**config.mk**
```make
export PLATFORM = sky130hd
export DESIGN_NAME = hex_base64_region_byte_decoder
export DESIGN_NICKNAME = d
export VERILOG_FILES = /design/src/sv/hbrd_pkg.sv /design/src/sv/hbrd_in_stage.sv /design/src/sv/hbrd_decode.sv /design/src/sv/hbrd_out_stage.sv /design/src/sv/hex_base64_region_byte_decoder.sv
export SDC_FILE = /design/constraint.sdc
export NUM_CORES = 1
export LEC_CHECK = 0
export BUFFER_PORTS_ARGS = -buffer_cell sky130_fd_sc_hd__clkbuf_2
export CORE_MARGIN = 2
export CORE_UTILIZATION = 60
export CTS_BUF_LIST = sky130_fd_sc_hd__clkbuf_2
export CTS_CLUSTER_SIZE = 30
export DETAILED_ROUTE_END_ITERATION = 6
export PLACE_DENSITY = 0.81
export SETUP_SLACK_MARGIN = 0.3
export SLEW_MARGIN = 25
export SYNTH_ARGS = -nofsm -noshare
export SYNTH_HDL_FRONTEND = slang
export SYNTH_SLANG_ARGS = --single-unit
```
**constraint.sdc**
```tcl
create_clock -name clk -period 7.84 [get_ports clk]
set_input_delay 0.392 -clock clk [delete_from_list [all_inputs] [get_ports clk]]
set_output_delay 0.392 -clock clk [all_outputs]
set_load 0.005 [all_outputs]
```
**src/sv/hbrd_pkg.sv**
```systemverilog
// Types, codes, constants and lookup functions of the region byte decoder.
// Used by every module of the block; depends on nothing.
`default_nettype none

package hbrd_pkg;

	localparam int COUNT_WIDTH = 32;
	localparam int ACC_WIDTH   = 16;
	localparam int CNT_WIDTH   = 4;

	typedef enum logic [1:0] {
		CMD_CHAR = 2'd0,
		CMD_MODE = 2'd1,
		CMD_EOI  = 2'd2
	} cmd_t;

	typedef enum logic [1:0] {
		MODE_PLAIN = 2'd0,
		MODE_HEX   = 2'd1,
		MODE_B64   = 2'd2
	} mode_t;

	typedef enum logic [2:0] {
		KIND_ABSORB = 3'd0,
		KIND_BYTE   = 3'd1,
		KIND_END    = 3'd2,
		KIND_EOI    = 3'd3,
		KIND_MODE   = 3'd4
	} kind_t;

	localparam logic [7:0] CH_HASH  = 8'h23;
	localparam logic [7:0] CH_BAR   = 8'h7C;
	localparam logic [7:0] CH_BRACE = 8'h7D;
	localparam logic [7:0] CH_PAD   = 8'h3D;

	typedef struct packed {
		logic [1:0] command;
		logic [7:0] character;
		logic [1:0] region_width;
	} item_t;

	typedef struct packed {
		mode_t                  mode;
		logic [ACC_WIDTH-1:0]   acc;
		logic [CNT_WIDTH-1:0]   cnt;
		logic [COUNT_WIDTH-1:0] counter;
		logic                   ended;
	} state_t;

	typedef struct packed {
		kind_t      kind;
		logic [7:0] data;
		logic       illegal;
		logic       leftover;
	} result_t;

	typedef struct packed {
		logic       ok;
		logic [5:0] value;
	} digit_t;

	function automatic logic is_space(input logic [7:0] c);
		return (c == 8'h20) || (c >= 8'h09 && c <= 8'h0D);
	endfunction

	function automatic digit_t hex_digit(input logic [7:0] c);
		digit_t d;
		d = '{ok: 1'b1, value: 6'd0};
		priority if (c >= "0" && c <= "9") d.value = 6'(c - 8'h30);
		else if (c >= "a" && c <= "f") d.value = 6'(c - 8'h57);
		else if (c >= "A" && c <= "F") d.value = 6'(c - 8'h37);
		else d.ok = 1'b0;
		return d;
	endfunction

	function automatic digit_t b64_digit(input logic [7:0] c);
		digit_t d;
		d = '{ok: 1'b1, value: 6'd0};
		priority if (c >= "A" && c <= "Z") d.value = 6'(c - 8'h41);
		else if (c >= "a" && c <= "z") d.value = 6'(c - 8'h47);
		else if (c >= "0" && c <= "9") d.value = 6'(c + 8'h04);
		else if (c == "+") d.value = 6'd62;
		else if (c == "/") d.value = 6'd63;
		else d.ok = 1'b0;
		return d;
	endfunction

endpackage

`default_nettype wire

```
**src/sv/hbrd_in_stage.sv**
```systemverilog
// Input register of the region byte decoder: holds one accepted word.
// Depends on hbrd_pkg.
`default_nettype none

module hbrd_in_stage (
	input  wire logic           clk,
	input  wire logic           arst_n,
	input  wire logic           item_valid,
	output logic                item_ready,
	input  wire hbrd_pkg::item_t item_in,
	input  wire logic           advance,
	output logic                valid_s1,
	output hbrd_pkg::item_t     item_s1
);

	// The register is free when empty or when its word moves on this cycle.
	assign item_ready = !valid_s1 || advance;

	always_ff @(posedge clk or negedge arst_n) begin
		if (!arst_n) begin
			valid_s1 <= 1'b0;
		end else if (item_ready) begin
			valid_s1 <= item_valid;
		end
	end

	always_ff @(posedge clk) begin
		if (item_ready && item_valid) begin
			item_s1 <= item_in;
		end
	end

endmodule

`default_nettype wire

```
**src/sv/hbrd_decode.sv**
```systemverilog
// Decode step of the region byte decoder: next state and result for one word.
// Purely combinational; depends on hbrd_pkg.
`default_nettype none

module hbrd_decode (
	input  wire hbrd_pkg::item_t  item,
	input  wire hbrd_pkg::state_t cur,
	output hbrd_pkg::state_t      nxt,
	output hbrd_pkg::result_t     res
);

	localparam int AW = hbrd_pkg::ACC_WIDTH;
	localparam int CW = hbrd_pkg::CNT_WIDTH;

	hbrd_pkg::digit_t digit;
	logic [AW-1:0]    shifted;
	logic [AW-1:0]    acc_new;
	logic [CW-1:0]    cnt_new;
	logic [AW-1:0]    used;
	logic             is_term;
	logic             in_hex;
	logic             in_b64;

	assign in_hex = (cur.mode == hbrd_pkg::MODE_HEX);
	assign in_b64 = (cur.mode == hbrd_pkg::MODE_B64);
	assign digit  = in_hex ? hbrd_pkg::hex_digit(item.character)
	                       : hbrd_pkg::b64_digit(item.character);
	assign shifted = in_hex ? {cur.acc[AW-5:0], 4'b0} : {cur.acc[AW-7:0], 6'b0};
	assign acc_new = shifted | (digit.ok ? AW'(digit.value) : '0);
	assign cnt_new = cur.cnt + (in_hex ? CW'(4) : CW'(6));
	assign used    = ((AW'(1) << cur.cnt) - AW'(1)) & cur.acc;
	assign is_term = (in_b64 && (item.character == hbrd_pkg::CH_BAR ||
	                             item.character == hbrd_pkg::CH_BRACE)) ||
	                 (in_hex && item.character == hbrd_pkg::CH_HASH);

	always_comb begin
		nxt = cur;
		res = '{kind: hbrd_pkg::KIND_ABSORB, data: 8'd0, illegal: 1'b0, leftover: 1'b0};
		if (cur.ended) begin
			nxt.mode = hbrd_pkg::MODE_PLAIN;
			res.kind = hbrd_pkg::KIND_EOI;
		end else begin
			unique case (item.command)
				hbrd_pkg::CMD_EOI: begin
					nxt.ended = 1'b1;
					res.kind  = hbrd_pkg::KIND_EOI;
				end
				hbrd_pkg::CMD_MODE: begin
					if (item.region_width == hbrd_pkg::MODE_HEX ||
					    item.region_width == hbrd_pkg::MODE_B64) begin
						nxt.mode = hbrd_pkg::mode_t'(item.region_width);
					end else begin
						nxt.mode = hbrd_pkg::MODE_PLAIN;
					end
					nxt.acc  = '0;
					nxt.cnt  = '0;
					res.kind = hbrd_pkg::KIND_MODE;
				end
				hbrd_pkg::CMD_CHAR: begin
					priority if (is_term) begin
						res.leftover = (cur.cnt != '0) && (used != '0);
						nxt.mode     = hbrd_pkg::MODE_PLAIN;
						nxt.acc      = '0;
						nxt.cnt      = '0;
						res.kind     = hbrd_pkg::KIND_END;
						res.data     = item.character;
					end else if (cur.mode != hbrd_pkg::MODE_PLAIN &&
					             hbrd_pkg::is_space(item.character)) begin
						res.kind = hbrd_pkg::KIND_ABSORB;
					end else if (in_b64 && item.character == hbrd_pkg::CH_PAD) begin
						res.kind = hbrd_pkg::KIND_ABSORB;
					end else if (cur.mode == hbrd_pkg::MODE_PLAIN) begin
						nxt.counter = cur.counter + 1'b1;
						res.kind    = hbrd_pkg::KIND_BYTE;
						res.data    = item.character;
					end else begin
						nxt.acc     = acc_new;
						nxt.cnt     = cnt_new;
						res.illegal = !digit.ok;
						if (cnt_new >= CW'(8)) begin
							res.data    = 8'(acc_new >> (cnt_new - CW'(8)));
							nxt.cnt     = cnt_new - CW'(8);
							nxt.counter = cur.counter + 1'b1;
							res.kind    = hbrd_pkg::KIND_BYTE;
						end
					end
				end
				default: begin
					res.kind = hbrd_pkg::KIND_ABSORB;
				end
			endcase
		end
	end

endmodule

`default_nettype wire

```
**src/sv/hbrd_out_stage.sv**
```systemverilog
// Decoder state registers and the result register of the region byte decoder.
// Depends on hbrd_pkg.
`default_nettype none

module hbrd_out_stage (
	input  wire logic             clk,
	input  wire logic             arst_n,
	input  wire logic             advance,
	input  wire hbrd_pkg::state_t nxt,
	input  wire hbrd_pkg::result_t res,
	input  wire logic             result_ready,
	output hbrd_pkg::state_t      state_q,
	output logic                  valid_s2,
	output hbrd_pkg::result_t     res_s2,
	output logic [31:0]           index_s2
);

	always_ff @(posedge clk or negedge arst_n) begin
		if (!arst_n) begin
			state_q.mode    <= hbrd_pkg::MODE_PLAIN;
			state_q.acc     <= '0;
			state_q.cnt     <= '0;
			state_q.counter <= '1;
			state_q.ended   <= 1'b0;
			valid_s2        <= 1'b0;
		end else if (advance) begin
			state_q  <= nxt;
			valid_s2 <= 1'b1;
		end else if (result_ready) begin
			valid_s2 <= 1'b0;
		end
	end

	always_ff @(posedge clk) begin
		if (advance) begin
			res_s2   <= res;
			index_s2 <= 32'(nxt.counter);
		end
	end

endmodule

`default_nettype wire

```
**src/sv/hex_base64_region_byte_decoder.sv**
```systemverilog
// Top level of the region byte decoder: input register, decode step, result register.
// Depends on hbrd_pkg, hbrd_in_stage, hbrd_decode and hbrd_out_stage.
//
//   channel  handshake                   words carried
//   -------  --------------------------  ------------------------------------------
//   item     item_valid / item_ready     command, character, region_width
//   result   result_valid / result_ready result_kind, data_byte, byte_index,
//                                        illegal_char, leftover_bits
//
// Every accepted word gives exactly one result word, through the input and result registers.
// A new word is taken in every cycle while results are drained; the rate of one
// per cycle is set by the single decode step between the two registers.
// When result_ready is low the result register holds and the input register fills,
// after which item_ready drops; nothing is lost or repeated.
// Reset clears the mode to plain, the accumulator and bit count to zero, the byte
// counter to all ones and the end-of-input flag; both registers come up empty.
`default_nettype none

module hex_base64_region_byte_decoder (
	input  wire logic        clk,
	input  wire logic        arst_n,
	input  wire logic        item_valid,
	output logic             item_ready,
	input  wire logic [1:0]  command,
	input  wire logic [7:0]  character,
	input  wire logic [1:0]  region_width,
	output logic             result_valid,
	input  wire logic        result_ready,
	output logic [2:0]       result_kind,
	output logic [7:0]       data_byte,
	output logic [31:0]      byte_index,
	output logic             illegal_char,
	output logic             leftover_bits
);

	hbrd_pkg::item_t   item_in;
	hbrd_pkg::item_t   item_s1;
	logic              valid_s1;
	logic              advance;
	hbrd_pkg::state_t  state_q;
	hbrd_pkg::state_t  nxt;
	hbrd_pkg::result_t res;
	hbrd_pkg::result_t res_s2;

	assign item_in = '{command: command, character: character, region_width: region_width};

	// The word in the input register is decoded, and the state updated, in the
	// cycle in which the result register is empty or its word is being taken.
	// Decoding and the state update happen together, so the next word always
	// sees the state this one leaves.
	assign advance = valid_s1 && (!result_valid || result_ready);

	hbrd_in_stage u_in (
		.clk        (clk),
		.arst_n     (arst_n),
		.item_valid (item_valid),
		.item_ready (item_ready),
		.item_in    (item_in),
		.advance    (advance),
		.valid_s1   (valid_s1),
		.item_s1    (item_s1)
	);

	// Whitespace and padding skipping, digit lookup, the shift into the
	// accumulator and the byte extraction all sit in this one step.
	hbrd_decode u_dec (
		.item (item_s1),
		.cur  (state_q),
		.nxt  (nxt),
		.res  (res)
	);

	hbrd_out_stage u_out (
		.clk          (clk),
		.arst_n       (arst_n),
		.advance      (advance),
		.nxt          (nxt),
		.res          (res),
		.result_ready (result_ready),
		.state_q      (state_q),
		.valid_s2     (result_valid),
		.res_s2       (res_s2),
		.index_s2     (byte_index)
	);

	assign result_kind   = res_s2.kind;
	assign data_byte     = res_s2.data;
	assign illegal_char  = res_s2.illegal;
	assign leftover_bits = res_s2.leftover;

endmodule

`default_nettype wire

```
; ---- Word-level counts from Yosys, hierarchy flattened
; Index checks and enable logic that the tools add are counted.
[op_classes]
eq_ne = 17
n_reduce_logical = 35
add_sub_neg = 10
n_shift = 2
n_mul = 0
order_cmp = 11
div = 0
muxes = 46
bitwise_logic = 5
[ops]
columns = op, n
row1 = 52-bit two-way mux, 2
row2 = 32-bit two-way mux, 3
row3 = 36-bit two-way mux, 2
row4 = 6-bit two-way mux, 9
row5 = 22-bit one-hot mux with 2 select lines, 1
row6 = "8-bit by 6-bit equality test with 1-bit output, second input constant", 5
row7 = 20-bit two-way mux, 2
row8 = 9-bit two-way mux, 4
row9 = 33-bit two-way mux, 1
row10 = "32-bit by 1-bit adder with 32-bit output, second input constant", 1
row11 = "8-bit by 7-bit less-or-equal comparator with 1-bit output, second input constant", 4
row12 = 16-bit AND, 1
row13 = "8-bit by 7-bit equality test with 1-bit output, second input constant", 2
row14 = "8-bit by 7-bit greater-or-equal comparator with 1-bit output, second input constant", 2
row15 = 16-bit two-way mux, 1
row16 = 16-bit OR, 1
row17 = 16-bit nonzero test, 1
row18 = "1-bit by 4-bit << shifter with 16-bit output, first input constant", 1
row19 = 16-bit by 4-bit >> shifter with 8-bit output, 1
row20 = "16-bit by 1-bit subtractor with 16-bit output, second input constant", 1
row21 = 1-bit logical AND, 13
row22 = 1-bit two-way mux, 12
row23 = "6-bit subtractor, second input constant", 2
row24 = 11-bit two-way mux, 1
row25 = 31 further kinds, 53
[word_totals]
reg_bits = 114
out_inout_bits = 47
mem_count = 0
latchBits = 0
ramBits = 0
mem_bits_ro = 0

; ---- Depth between registers and ports, before layout
[logic_depth]
ltp_word = 16
depth_mapped = 16
depth_no_buf = 12

; ---- Cells and area by module
; From an unflattened synthesis, not the netlist that was laid out.
[unflattened]
hier_cells = 661
area_unflattened_um2 = 7168.1
[by_module_without_submodules]
columns = module, cells_each, area_each_um2, instances
row1 = hbrd_out_stage, 164, 3631.0, 1
row2 = hbrd_decode, 479, 3111.7, 1
row3 = hbrd_in_stage, 16, 414.1, 1
row4 = hex_base64_region_byte_decoder, 2, 11.3, 1

; ---- Worst setup path after synthesis
; Ideal clock, no wire load.
[synth_path]
kind = register -> register
from = register, netlist name u_out.state_q[54]
to = register u_out.index_s2[19] (data pin)
arrival_time_ps = 3057
path_stages_with_launch = 16
path_slack_ps = 4525
setup_time_ps = 258
n_path_buf = 3
path_cell_list = dfrtp_1 clkbuf_1 nor2b_1 clkbuf_1 inv_2 clkbuf_1 ha_1 inv_1 ha_1 xor2_1 nand2_1 a32oi_1 nor3_2 nand4_1 or3_1 xnor2_1
[synth_lines]
columns = element, line_no
row1 = end signal: assignment, hbrd_out_stage.sv:37  ; index_s2 <= 32'(nxt.counter);
row2 = end: declaration, hbrd_out_stage.sv:15  ; output logic [31:0] index_s2

==> metrics.yaml <==
grt:
  track_usage: 0.279
  grt.overflow.total: 0
  number_of_global_route_vias_before_repair: 5026
  grt_antenna_before_repair: 0
  grt_start_max_net_pins: 56
  first_pass_grt_wire_length_um: 25600
placed_design:
  port_buffers: 62
  finalWeightedCongestion: 0.968
  detailedPlacementHpwl_um: 11400
cells_and_area:
  area_growth_syn_to_layout_pct: 9.31
  fillCellCount: 853
  antenna_cells: 0
  drive_gt1_frac: 0.180
  finish.net_count: 770
critical_path:
  crit_path_max_fanout: 22
  setup.worst_path.end_class: "flop"
  slowest_stage: "sky130_fd_sc_hd__nand4_1"
  required_ns: 8.27
  cp_bufs_invs: 3
  timing.critical_path.from_type: "flop"
  critPathMaxStageDelay_ns: 0.59
  timing.critical_path.max_delay_family: "simple AND/OR/NAND/NOR gates"
  setup.worst_path.class: "reg2reg"
  signal_arrival_time_at_the_worst_endpoint_ns: 4.59
  crit_path_cell_trace: "nor2b_1 > buf_4 > inv_2 > ha_1 > inv_1 > ha_1 > xor2_1 > nand2_1 > a32oi_1 > nor3_2 > nand4_1 > or3_1 > xnor2_1"
  path_common_cell: "sky130_fd_sc_hd__ha_1"
sta:
  setup_violations: 0
  clock_skew_ns: 0.0475
  post-route-period-util: 0.531
  timing.max_slew.rel_slack: 0.398
  hold_violations: 0
  setup_repair_after_global_routing_missed_its_margin: "false"
  tightest_slew_ns: 0.895
  whs_ns: 0.359
  layout_min_cycle_time_ns: 4.16
  timing.fmax_ghz: 0.240
  finalMaxSlewViolations: 0
  final.setup.tns_ns: 0
synth:
  ys_ff_latch: 112
  dominantRegCellSynth: "sky130_fd_sc_hd__edfxtp_1"
  share_of_async_settable_or_async_resettable_flops_after_synthesis: 0.491
  synthesis.area_per_instance_um2: 9.80
  synth.net_count: 718
  synth_enable_flop_cells: 57
  yosysSeqAreaShare: 0.467
  synthesis.area_mm2: 0.00669
  synthesis.instances: 683
  synth-warning-count: 0
  synth.distinct_cells: 72
clocking:
  cts-root-buf: "sky130_fd_sc_hd__clkbuf_2"
  cts_htree_levels: 3
  cts_repair_resize_count: 0
  cts_tree: "yes"
  clock_tree.buffer_depth: 2
  cts-buffers-inserted: 9
  cts.sinks: 112
  path_clk_slew_ns: 0.34
  clock_latency_ns: 0.64
die:
  top_level_ports: 63
  fp.dieW_um: 110
  start_util: 0.617
  num_rows: 38
  chipHeight_um: 110
  die-area_mm2: 0.0120
  fp.coreArea_mm2: 0.0108
drt:
  totalWireLength_um: 16000
  route.detailed.drc: 0
  num_vias: 5396
  detail_route.first_pass.iterations: 5
  vias_per_cell: 6.13
  first_iter_violations: 449
  drtAntennaViolNets: 0
  routed_wire_length_per_instance_um: 18.1
run_status:
  result_of_the_run: "complete, no violations"
power:
  power-per-cell-area_mw_per_mm2: 165
  leakagePower_nw: 3.00
  ir_drop_v: 0.000107
worst_hold_path:
  hold_class: "in2async"
job:
  timing.max_cap.violations: 0
==> cells in the final DEF (no fill, tap or decap), types with 12 or more instances in the layout <==
cell type	n
sky130_fd_sc_hd__dfrtp_1	23
sky130_fd_sc_hd__ha_1	19
sky130_fd_sc_hd__a21oi_1	28
sky130_fd_sc_hd__dfstp_2	32
sky130_fd_sc_hd__nor2_1	61
sky130_fd_sc_hd__xnor2_1	27
sky130_fd_sc_hd__mux2i_1	14
sky130_fd_sc_hd__nor3_1	30
sky130_fd_sc_hd__dlygate4sd3_1	16
sky130_fd_sc_hd__clkbuf_2	71
sky130_fd_sc_hd__inv_1	19
sky130_fd_sc_hd__xor2_1	48
sky130_fd_sc_hd__nand4_1	12
sky130_fd_sc_hd__nand2_1	65
sky130_fd_sc_hd__edfxtp_1	57
sky130_fd_sc_hd__nand3_1	31
sky130_fd_sc_hd__o21ai_0	30
==> routing by layer <==
metal | GRT usage | part of all wire | vias up
met5 | 0 | 0 | -
met3 | 0.0468 | 0.056 | 30
met4 | 0.0904 | 0.022 | 0
met1 | 0.381 | 0.44 | 2586
li1 | - | - | 2568
met2 | 0.454 | 0.48 | 212
==> cell usage after synthesis (14+ instances only) <==
cell type                  instances  area (um2)
sky130_fd_sc_hd__mux2i_1          14         140
sky130_fd_sc_hd__inv_1            19        71.3
sky130_fd_sc_hd__xnor2_1          27         236
sky130_fd_sc_hd__edfxtp_1         57        1710
sky130_fd_sc_hd__a21oi_1          28         140
sky130_fd_sc_hd__nor3_1           30         150
sky130_fd_sc_hd__dfstp_2          32         841
sky130_fd_sc_hd__nor2_1           61         229
sky130_fd_sc_hd__ha_1             19         238
sky130_fd_sc_hd__o21ai_0          30         150
sky130_fd_sc_hd__nand2_1          65         244
sky130_fd_sc_hd__nand3_1          31         155
sky130_fd_sc_hd__xor2_1           48         420
sky130_fd_sc_hd__clkbuf_1         24        90.1
sky130_fd_sc_hd__dfrtp_1          23         576
==> registers in the layout (all words and copies together) (netlist names) <==
register / flops
u_out.state_q: 53
u_out.valid_s2: 1
u_in.item_s1: 12
u_out.res_s2: 13
u_out.index_s2: 32
u_in.valid_s1: 1
==> stage by stage <==
stage | total power [mW] | utilization | instance area, um2 | cells | worst slack [ns]
floorplan | 0.869 | - | 6690 | 683 | 4.53
global placement | 0.934 | 0.649 | 7040 | 848 | 3.93
detailed placement | 0.944 | 0.649 | 7040 | 848 | 3.70
CTS | 1.21 | 0.675 | 7320 | 880 | 3.68
global route | 1.27 | 0.675 | 7320 | 880 | 3.32
finish | 1.21 | 0.675 | 7320 | 880 | 3.68
==> tightest hold or removal path: cells and delay by family <==
kind / cells / cell delay [ns]
buffers and inverters: 3 / 1.15
==> kinds of logic after synthesis <==
| group | synth area share |
|---|---|
| mux | 0.0243 |
| other cells | 0.000560 |
| compound gates | 0.138 |
| xor+xnor | 0.0981 |
| fa+ha+maj | 0.0355 |
| buf+inv | 0.0376 |
| simple gates | 0.198 |
| flops | 0.467 |
==> area by class of cell <==
class	instances	area, um2	share of cell area
Tap cell	140	175	0.0239
Clock inverter	7	75.1	0.0103
Timing Repair Buffer	82	500	0.0684
Clock buffer	9	45.0	0.00616
Multi-Input combinational cell	509	3310	0.453
Inverter	21	78.8	0.0108
Sequential cell	112	3130	0.427
==> worst paths after layout <==
check                                  startpoint            endpoint  slack (ns)  depth (start not counted)
worst max-delay path            u_out.state_q[53]  u_out.index_s2[19]        3.68                         13
worst min-delay path                       arst_n   u_out.state_q[49]        0.36                          3
worst max register to register  u_out.state_q[53]  u_out.index_s2[19]        3.68                         13
worst min register to register   u_out.state_q[2]    u_out.state_q[2]        0.53                          2
max in group asynchronous                  arst_n   u_out.state_q[46]        7.00                          3
min in group clk                     character[2]     u_in.item_s1[4]        0.42                          2
==> report_power, final <==
group	internal [mW]	switching, mW
Combinational	0.0907	0.152
Sequential	0.658	0.0417
Clock	0.0532	0.213
Total	0.802	0.407
==> what timing repair did <==
action                                  4_1_cts  5_1_grt
endpoints found under the setup margin        0        0
hold buffers                                 16        0
buffers inserted                              0        0
hold endpoints to repair                     37        0
No activity file was read; power rests on OpenSTA's default activity.
